--- src/design/mrt_pkg.sv ---
package mrt_pkg;

   // table size and derived widths
   localparam int TABLE_DEPTH = 16;
   localparam int CNT_W       = $clog2(TABLE_DEPTH + 1);

   // operation codes
   localparam logic [1:0] KIND_ADD    = 2'd0;
   localparam logic [1:0] KIND_DELETE = 2'd1;
   localparam logic [1:0] KIND_MODIFY = 2'd2;
   localparam logic [1:0] KIND_LOOKUP = 2'd3;

   // result status codes
   localparam logic [1:0] ST_DONE = 2'd0;
   localparam logic [1:0] ST_FULL = 2'd1;
   localparam logic [1:0] ST_NONE = 2'd2;

   typedef struct packed {
      logic [1:0]  kind;
      logic [31:0] dest_addr;
      logic [31:0] route_mask;
      logic [31:0] hop_addr;
   } req_type;

   typedef struct packed {
      logic        hit;
      logic [31:0] next_hop;
      logic [1:0]  status;
   } rsp_type;

   // one stored route
   typedef struct packed {
      logic [31:0] dest;
      logic [31:0] mask;
      logic [31:0] hop;
   } entry_type;

   // transaction token walking down the cell chain
   typedef struct packed {
      logic        valid;
      logic        found;
      logic [31:0] res_hop;
      req_type     req;
   } token_type;

endpackage

--- src/design/mrt_cell.sv ---
module mrt_cell (
   input  logic               clock,
   input  logic               reset,
   input  logic               entry_valid,
   input  mrt_pkg::token_type tok_in,
   output mrt_pkg::token_type tok_out,
   input  mrt_pkg::entry_type next_entry,
   output mrt_pkg::entry_type entry_out
);
   import mrt_pkg::*;

   token_type tok_ff, tok_stage_in;
   entry_type entry_ff, entry_in;
   logic      exact_eq;
   logic      masked_eq;

   // compares against the stored route
   assign exact_eq  = entry_valid && (entry_ff.dest == tok_in.req.dest_addr)
                      && (entry_ff.mask == tok_in.req.route_mask);
   assign masked_eq = entry_valid
                      && (((entry_ff.dest ^ tok_in.req.dest_addr) & entry_ff.mask) == 32'd0);

   // per-cell operation on the passing transaction
   always_comb begin
      tok_stage_in = tok_in;
      entry_in     = entry_ff;
      if (tok_in.valid && !tok_in.found) begin
         case (tok_in.req.kind)
            KIND_ADD: begin
               // first free cell takes the new route
               if (!entry_valid) begin
                  entry_in.dest      = tok_in.req.dest_addr;
                  entry_in.mask      = tok_in.req.route_mask;
                  entry_in.hop       = tok_in.req.hop_addr;
                  tok_stage_in.found = 1'b1;
               end
            end
            KIND_DELETE: begin
               if (exact_eq) begin
                  tok_stage_in.found = 1'b1;
               end
            end
            KIND_MODIFY: begin
               if (exact_eq) begin
                  entry_in.hop       = tok_in.req.hop_addr;
                  tok_stage_in.found = 1'b1;
               end
            end
            default: begin
               if (masked_eq) begin
                  tok_stage_in.found   = 1'b1;
                  tok_stage_in.res_hop = entry_ff.hop;
               end
            end
         endcase
      end
      // a delete that has passed here pulls the next route up one place
      if (tok_ff.valid && tok_ff.found && (tok_ff.req.kind == KIND_DELETE)) begin
         entry_in = next_entry;
      end
   end

   // token stage
   always_ff @(posedge clock) begin
      if (reset) begin
         tok_ff.valid <= 1'b0;
      end else begin
         tok_ff <= tok_stage_in;
      end
   end

   // route storage
   always_ff @(posedge clock) begin
      entry_ff <= entry_in;
   end

   assign tok_out   = tok_ff;
   assign entry_out = entry_ff;

endmodule

--- config.mk ---
export PLATFORM = sky130hd
export DESIGN_NAME = mrt_cell
export DESIGN_NICKNAME = d
export VERILOG_FILES = /design/src/design/mrt_pkg.sv /design/src/design/mrt_cell.sv
export SDC_FILE = /design/constraint.sdc
export NUM_CORES = 1
export LEC_CHECK = 0
export BUFFER_PORTS_ARGS = -buffer_cell sky130_fd_sc_hd__buf_2
export CORE_AREA = 2 2 177 179
export CTS_CLUSTER_SIZE = 40
export DETAILED_ROUTE_END_ITERATION = 6
export DIE_AREA = 0 0 179 181
export PLACE_DENSITY = 0.54
export SYNTH_ARGS = -nofsm -noshare
export SYNTH_HDL_FRONTEND = slang
export SYNTH_SLANG_ARGS = --single-unit
--- constraint.sdc ---
create_clock -name clock -period 8.13 [get_ports clock]
set_input_delay 1.626 -clock clock [delete_from_list [all_inputs] [get_ports clock]]
set_output_delay 1.626 -clock clock [all_outputs]
set_load 0.005 [all_outputs]
==> results.cfg, run 1 <==
[route]
num_vias = 6377
avgViaCountPerCell = 4.58
ant_nets = 0
drt-pass1-iter-count = 4
wire_per_inst_um = 22.4
wl_um = 31300
drtIter0Drc = 268
drc_errors = 0

[die]
rows = 64
io_pins = 459
die_w_um = 179
dieArea_um2 = 32400
core_region_area_um2 = 30300
start_util_pct = 31.3
die_h_um = 181

[setup_path]
cp_max_fo = 32
worstPathArrival_ns = 4.03
critPathCapture = entry_out[4]
critPathLaunchType = primary input
crit_start = tok_in[87]
r2r_setup_slack_ns = 5.07
critPathKind = primary input to flip-flop
worstPathRequired_ns = 8.30
reg2reg_to = entry_out[4]
rr_worst_depth = 7
end_kind = flip-flop
r2r_start = entry_out[87]

[global_route]
grt_pass1_wl_um = 43800
grt_max_degree = 83
grt_pass1_vias = 6731
overflow = 0
antenna_found_initial = 2
grtUsageTotal_pct = 18.3

[pwr]
powerDensity_nw_per_um2 = 213
vdd_ir_drop_max_mv = 0.155
switchingPower_uw = 619
pwr-share-seq_pct = 50.0
cell_internal_pwr_mw = 2.16
p_comb_share_pct = 9.1
p_sw_share_pct = 22.2
p_leak_nw = 5.47
p_total_mw = 2.78
power_frac_clock_pct = 40.9

[sta]
final-hold-violation-count = 0
layout_worst_path_cycle_share_pct = 47.5
hold_slack_ns = 0.570
fmax_mhz = 259
slew_violations = 0
finalSetupTns_ns = 0
setup_viol = 0
skew_ns = 0.0101
rsz0062_at_grt = no
max_slew_margin_pct = 22.5
period_minus_slack_ns = 3.86
tightest_slew_ns = 1.16

[cts]
clock_path_buffers = 3
htreeDepth = 1
numCtsBuffers = 26
clk_pin_slew_worst_paths_ns = 0.06
cts_tree = yes
ctsResizeCount = 0
post_cts_buffers = 0
cts_root_buf = clkbuf_16
clock_latency_ns = 0.53
postCtsHoldBufs = 0
cts_num_sinks = 228

[job]
cap_viol_max_count = 0

[placed_design]
gp_congestion = 0.777
port-buffer-count = 458
dp_hpwl_um = 23900
dpl_cell_area_um2 = 12200
dp.cells = 1344

[run_status]
status = finished, final reports clean

[synthesis]
synth.distinct_cells = 29
postSynthCellCount = 499
yosysWarningCount = 0
synth.avg_cell_area_um2 = 19.0
synth_top_area_cell = edfxtp_1
syn_area_um2 = 9490
synth.area.top_cells = edfxtp_1 (72%), mux2_2 (12%), xor2_1 (4.8%)
yosysSeqAreaShare_pct = 72.0
syn-num-nets = 733
yosysTopAreaCellShare_pct = 71.8
synth-seq-cells = 228

[layout]
final_cells = 1393
syn_to_final_growth_pct = 37.5
final_nets = 1210
drive_gt1_share_pct = 63.3
final_area_um2 = 13100

[hold_path]
hp-class = flip-flop to flip-flop
hold_path_depth = 1
==> worst min path at each step <==
stage                        from      endpoint  slack [ns]
global route        entry_out[22]  tok_out[120]        0.59
floorplan            entry_out[2]  tok_out[100]        0.58
finish              entry_out[27]  tok_out[125]        0.57
CTS                 entry_out[27]  tok_out[125]        0.57
global placement    entry_out[31]  tok_out[129]        0.55
detailed placement  entry_out[31]  tok_out[129]        0.56
==> critical path: stages <==
cell and delay [ns]:
buf_2 0.12, xor2_1 0.17, nor4_1 0.51, nand4_1 0.29, nor4_1 0.46, a21boi_0 0.25
o21ai_4 0.15, buf_4 0.40
==> power by group through the flow <==
stage,sequential [mW],clock (mW),combinational [mW]
finish,1.39,1.14,0.254
detailed placement,1.42,0,0.259
floorplan,1.42,0,0.0824
global route,1.40,1.21,0.278
global placement,1.42,0,0.258
CTS,1.39,1.17,0.260
==> metrics by stage <==
stage	setup WS [ns]	utilization, %
global route	3.96	43.0
finish	4.27	43.0
CTS	4.16	43.0
global placement	3.64	40.3
floorplan	2.78	-
detailed placement	3.59	40.3
==> logic make-up (layout without fill, tap and decap cells) <==
group,after synthesis,in the layout,share of synthesized area (%)
XOR/XNOR,64,64,5.91
flip-flops,228,228,72.0
multiplexers,128,128,16.3
buffers and inverters,18,515,1.31
adder cells (fa/ha/maj),3,3,0.396
AND/OR/NAND/NOR,38,38,2.40
other,0,1,0
AO/OA/AOI/OAI,20,20,1.63
==> area by class of cell <==
type                            count  area, um^2
Fill cell                        2887       17300
Multi-Input combinational cell    253        2550
Clock buffer                       34         702
Timing Repair Buffer              463        2330
Sequential cell                   228        6840
Tap cell                          396         495
Clock inverter                     14         115
Inverter                            4        20.0
Antenna cell                        1        2.50
==> registers in the layout, indices dropped and copies added (netlist names) <==
signal,flops
tok_out,132
entry_out,96
==> cells in the final DEF, fill, tap and decap left out, types with 2 or more instances in the layout <==
cell type	n
xor2_1	52
clkbuf_16	27
clkinv_1	7
clkinv_2	4
bufinv_16	2
buf_2	458
inv_1	3
nor2b_1	5
ha_1	3
clkbuf_1	7
a22o_1	2
nand4_1	8
mux2_4	29
nand3_1	6
mux2_2	99
a22oi_1	10
buf_4	5
inv_6	2
nor4_1	14
edfxtp_1	227
xnor2_1	12
==> layer usage <==
layer	track usage, %	wire length (um)	up-vias
met4	3.48	419	2
met3	6.10	3070	31
li1	-	-	2924
met5	0	12	-
met1	20.7	11800	3114
met2	33.4	16000	306
==> synth_stat cells <==
cell type    n
a21boi_0     1
a21oi_1      1
a221oi_1     1
a221oi_2     1
a222oi_1     1
a22o_1       2
a22oi_1     10
a31oi_1      1
buf_1        2
buf_12       3
buf_6        1
clkbuf_1     8
dfxtp_1      1
edfxtp_1   227
ha_1         3
inv_1        4
mux2_2      99
mux2_4      29
nand2_1      2
nand3_1      6
nand4_1      8
nand4b_1     1
nor2b_1      5
nor3_1       1
nor4_1      14
o21ai_0      2
or4_1        1
xnor2_1     12
xor2_1      52
No activity file was read; power rests on OpenSTA's default activity.
==> run 2: changes to the inputs <==
--- a/config.mk
+++ b/config.mk
@@ -5,12 +5,13 @@
 export SDC_FILE = /design/constraint.sdc
 export NUM_CORES = 1
 export LEC_CHECK = 0
+export ABC_AREA = 1
 export BUFFER_PORTS_ARGS = -buffer_cell sky130_fd_sc_hd__buf_2
 export CORE_AREA = 2 2 177 179
 export CTS_CLUSTER_SIZE = 40
 export DETAILED_ROUTE_END_ITERATION = 6
 export DIE_AREA = 0 0 179 181
-export PLACE_DENSITY = 0.54
+export PLACE_DENSITY = 0.56
 export SYNTH_ARGS = -nofsm -noshare
 export SYNTH_HDL_FRONTEND = slang
 export SYNTH_SLANG_ARGS = --single-unit
==> constraint.sdc (replaced) <==
create_clock -name clock -period 3.75 [get_ports clock]
set_input_delay 0.75 -clock clock [delete_from_list [all_inputs] [get_ports clock]]
set_output_delay 0.75 -clock clock [all_outputs]
set_load 0.005 [all_outputs]
==> run 2 against run 1 <==
Against the previous run:
- cell count rose by 33%
- hold slack worse by 0.16 ns
- via count increased by 29%
- count of clock-buffer cells in the layout is 3 higher
- sequential cell count is the same
- area after synthesis is 6.2% higher
- sequential share of layout area is 2.5 points lower
==> results.cfg, run 2 <==
[run_status]
status = finished, final reports clean

[sta]
layout_worst_path_cycle_share_pct = 69.6
final-hold-violation-count = 0
setup_viol = 0
max_slew_margin_pct = 43.1
skew_ns = 0.0125
rsz0062_at_grt = no
period_minus_slack_ns = 2.61
finalSetupTns_ns = 0
fmax_mhz = 383
tightest_slew_ns = 0.853
slew_violations = 0

[synthesis]
synth.avg_cell_area_um2 = 10.4
syn_area_um2 = 10100
synth.most_common_cell = nand2_1
synth.area.top_cells = edfxtp_1 (68%), nand2_1 (15%), inv_1 (4.9%)
synthArstFlopShare_pct = 0
yosysSeqAreaShare_pct = 67.8
syn-num-nets = 1204
synth_ff_type = edfxtp_1
yosysTopAreaCellShare_pct = 67.6
synth_top_area_cell = edfxtp_1
yosysWarningCount = 0
postSynthCellCount = 970
synth.distinct_cells = 30
ys_top_cells_by_count = nand2_1 (404), edfxtp_1 (227), inv_1 (131)
synth-seq-cells = 228
synth-edff-count = 227

[die]
io_pins = 459
die_w_um = 179
start_util_pct = 33.2
rows = 64
die_h_um = 181
dieArea_um2 = 32400
core_region_area_um2 = 30300

[cts]
clock_path_buffers = 3
cts_root_buf = clkbuf_16
postCtsHoldBufs = 0
cts_num_sinks = 228
ctsResizeCount = 0
cts_tree = yes
post_cts_buffers = 0
clk_pin_slew_worst_paths_ns = 0.06
clock_latency_ns = 0.53
htreeDepth = 1
numCtsBuffers = 26

[setup_path]
worstPathArrival_ns = 2.77
worstPathRequired_ns = 3.91
cp_max_fo = 32
critPathKind = flip-flop to flip-flop
r2r_setup_slack_ns = 1.14
end_kind = flip-flop
rr_worst_depth = 7
crit_start = tok_out[97]
critPathBufInv = 2
slowest_delay_ns = 0.43
r2r_start = tok_out[97]
path_cells = nor2_1, and3_4, inv_2, nand2_1, o311ai_0, a31oi_4, buf_4
reg2reg_to = entry_out[2]
cp_top_family = buffers and inverters
critPathLaunchType = flip-flop
slowest_stage = buf_4

[hold_path]
hold_end = tok_out[28]
hp-class = primary input to flip-flop
hp-start = tok_in[28]
hold_path_depth = 1

[pwr]
p_leak_nw = 6.52
vdd_ir_drop_max_mv = 0.299
p_total_mw = 6.15
powerDensity_nw_per_um2 = 448

[route]
routed.top_layer = met5
wl_met3_um = 3260
ant_nets = 0
wl_um = 33000
num_vias = 8213
avgViaCountPerCell = 4.43
wire_per_inst_um = 17.8
drc_errors = 0
wl_met1_um = 12700
drtIter0Drc = 416
drt-pass1-iter-count = 5
routed-wl-met2_um = 16300

[layout]
final_util_pct = 45.2
final_nets = 1671
syn_to_final_growth_pct = 36.0
final_common_cell = buf_2
drive_gt1_share_pct = 37.0
final_cell_mix = buf_2 (458), nand2_1 (404), edfxtp_1 (227)
fill_cells = 3007
largest_reg_flops = 132

[global_route]
grt_pass1_wl_um = 47400
grt_pass1_vias = 8023
antenna_found_initial = 7
overflow = 0
grtUsageTotal_pct = 19.4
grt_max_degree = 80

[placed_design]
gp_congestion = 0.793
dp_hpwl_um = 25200
port-buffer-count = 458

[job]
cap_viol_max_count = 0
## run 2: cell count changes in the layout (fill, tap and decap cells not counted), sizes merged, moves of 5 or more
| cell | previous run | this run |
|---|---|---|
| o21ai | 2 | 87 |
| nand2 | 2 | 404 |
| nor2 | 0 | 42 |
| nor2b | 5 | 0 |
| xor2 | 52 | 12 |
| nand4 | 8 | 1 |
| mux2 | 128 | 0 |
| a22oi | 10 | 0 |
| inv | 5 | 131 |
| nor4 | 14 | 0 |
## run 2: power by group
part | internal, mW | total [mW] | leakage (nW) | switching, mW
logic | 0.239 | 0.549 | 3.93 | 0.310
registers | 2.96 | 3.00 | 2.16 | 0.0400
clock network | 1.56 | 2.59 | 0.432 | 1.03
total | 4.76 | 6.15 | 6.52 | 1.38
## run 2: worst max-delay path by stage
stage               cells past startpoint            end  slack (ns)
floorplan                              11   entry_out[0]        0.31
global placement                       13  entry_out[30]        0.79
detailed placement                     13  entry_out[23]        0.82
CTS                                     7   entry_out[2]        1.04
global route                            7  entry_out[28]        0.93
finish                                  7   entry_out[2]        1.14
## run 2: cell type report
type	count	area [um^2]	share of cell area (%)
diodes	4	10.0	0.0730
clock buffers	37	773	5.64
clock inverters	10	100	0.730
well taps	396	495	3.61
flip-flops and latches	228	6840	49.9
multi-input cells	582	2610	19.0
inverters	132	499	3.64
repair buffers	467	2380	17.4
## run 2: metal layers
| layer | vias up | GRT usage, % |
|---|---|---|
| li1 | 4078 | - |
| met1 | 3716 | 22.8 |
| met2 | 369 | 34.2 |
| met3 | 46 | 6.04 |
| met4 | 4 | 4.91 |
| met5 | - | 0 |
## run 2: through the flow
stage,setup slack [ns],cell area [um^2],std cells,hold WS (ns)
2_1_floorplan,0.310,10100,970,0.596
3_3_place_gp,0.788,12800,1805,0.575
3_5_place_dp,0.821,12800,1805,0.584
4_1_cts,1.04,13700,1852,0.384
5_1_grt,0.927,13700,1855,0.391
6_report,1.14,13700,1856,0.415
## run 2: kinds of logic after synthesis
kind of cell / synth area share, %
simple gates: 17.6
flops: 67.8
buf+inv: 6.57
compound gates: 5.77
xor+xnor: 1.81
fa+ha+maj: 0.373
==> run 3: changes to the inputs <==
==> constraint.sdc (replaced) <==
create_clock -name clock -period 2.5 [get_ports clock]
set_input_delay 0.5 -clock clock [delete_from_list [all_inputs] [get_ports clock]]
set_output_delay 0.5 -clock clock [all_outputs]
set_load 0.005 [all_outputs]
==> run 3 against run 2 <==
Against the previous run:
- via count up 0.93%
- register-to-register slack got worse by 0.83 ns
- count of clock-buffer cells in the layout up 3
- first-iteration DRC count up 0.96%
- combinational power increased by 50%
- hold slack got worse by 0.25 ns
- sequential power increased by 50%
- sequential share of layout area fell by 0.14 points
- cell area up 0.27%
- critical path depth up 3
==> results.cfg, run 3 (synthesis gave the netlist of run 2 again) <==
[cts]
cts_tree = yes
clock_path_buffers = 3
htreeDepth = 1
post_cts_buffers = 0
cts_root_buf = clkbuf_16
cts_num_sinks = 228
clock_latency_ns = 0.53
numCtsBuffers = 26
clk_pin_slew_worst_paths_ns = 0.06

[pwr]
vdd_ir_drop_max_mv = 0.470
p_leak_nw = 6.53
powerDensity_nw_per_um2 = 661

[sta]
layout_worst_path_cycle_share_pct = 87.5
rsz0062_at_grt = no
setup_viol = 0
max_slew_margin_pct = 50.0
fmax_mhz = 457
skew_ns = 0.0132
final-hold-violation-count = 0
tightest_slew_ns = 0.749
period_minus_slack_ns = 2.19
finalSetupTns_ns = 0
slew_violations = 0
setup_slack_ns = 0.311

[die]
start_util_pct = 33.2
dieArea_um2 = 32400
core_region_area_um2 = 30300
die_h_um = 181
die_w_um = 179
io_pins = 459
rows = 64

[route]
drt-pass1-iter-count = 4
avgViaCountPerCell = 4.46
wl_um = 32400
wire_per_inst_um = 17.5
drc_errors = 0
drtIter0Drc = 420
ant_nets = 0
num_vias = 8289

[placed_design]
gp_congestion = 0.798
port-buffer-count = 458
dp_hpwl_um = 24600
pre_cts_slack_ns = -0.0808

[global_route]
grt_pass1_wl_um = 47100
grt_max_degree = 103
overflow = 0
grtUsageTotal_pct = 19.2
grt_pass1_vias = 8258
antenna_found_initial = 4

[setup_path]
critPathKind = flip-flop to flip-flop
critPathLaunchType = flip-flop
r2r_setup_slack_ns = 0.31
cp_max_fo = 32
end_kind = flip-flop
worstPathArrival_ns = 2.40
worstPathRequired_ns = 2.72

[layout]
final_nets = 1673
syn_to_final_growth_pct = 36.4
final_common_cell = buf_2
final_cell_mix = buf_2 (458), nand2_1 (404), edfxtp_1 (227)
drive_gt1_share_pct = 36.8
largest_reg_flops = 132

[hold_path]
hp-class = primary input to flip-flop

[job]
cap_viol_max_count = 0

[run_status]
status = finished, final reports clean
## run 3: changes by cell type in the layout (fill, tap and decap cells not counted), moves of 2 or more
cell / before / now
clkbuf_1: 4 / 10
buf_12: 2 / 5
clkbuf_8: 6 / 3
clkinv_2: 5 / 3
diode_2: 4 / 2
## run 3: worst paths after layout
path | endpoint | start | cells past startpoint
max reg2reg | entry_out[29] | entry_out[47] | 10
min reg2reg | tok_out[127] | entry_out[29] | 2
max | entry_out[29] | entry_out[47] | 10
min | tok_out[27] | tok_in[27] | 1
## run 3: final cells by class
cell class,count,area [um^2]
Timing Repair Buffer,469,2440
Clock buffer,40,754
Tap cell,396,495
Multi-Input combinational cell,582,2630
Clock inverter,8,86.3
Inverter,132,499
Sequential cell,228,6840
Fill cell,2984,16600
Antenna cell,2,5.00
## run 3: what timing repair did
item,CTS,global route
hold buffers,0,0
gates resized for setup,0,1
endpoints found under the setup margin,0,16
## run 3: stage by stage
step	total power [mW]	util, %	instances	instance area (um^2)	hold WS, ns
6_report	9.09	45.3	1857	13700	0.170
5_1_grt	9.45	45.3	1856	13700	0.140
4_1_cts	9.21	45.3	1855	13700	0.143
3_5_place_dp	5.43	42.5	1807	12900	0.590
3_3_place_gp	5.41	42.5	1807	12900	0.579
2_1_floorplan	4.89	-	970	10100	0.572
## run 3: power by group
part           switching [mW]  total [mW]  internal (mW)
registers              0.0598        4.50           4.44
logic                   0.462       0.826          0.364
clock network            1.49        3.76           2.27
## run 3: worst max-delay path, cell delays in order, from the launching register on
cell and delay, ns:
edfxtp_1 0.45, nand2_1 0.10, nand2_1 0.05, nor2_1 0.14, nand2_1 0.07, nor2_1 0.18
nand3_1 0.10, nor2_1 0.21, nand2_1 0.14, a31oi_4 0.17, buf_12 0.22
## run 3: per-layer routing
metal,wire length [um],track usage (%),part of all wire (%),vias to the layer above
met4,554,4.52,1.7,4
met1,12400,22.1,38,3806
met5,22,0,0.068,-
met2,16400,34.8,51,362
li1,-,-,-,4076
met3,3070,5.39,9.5,41
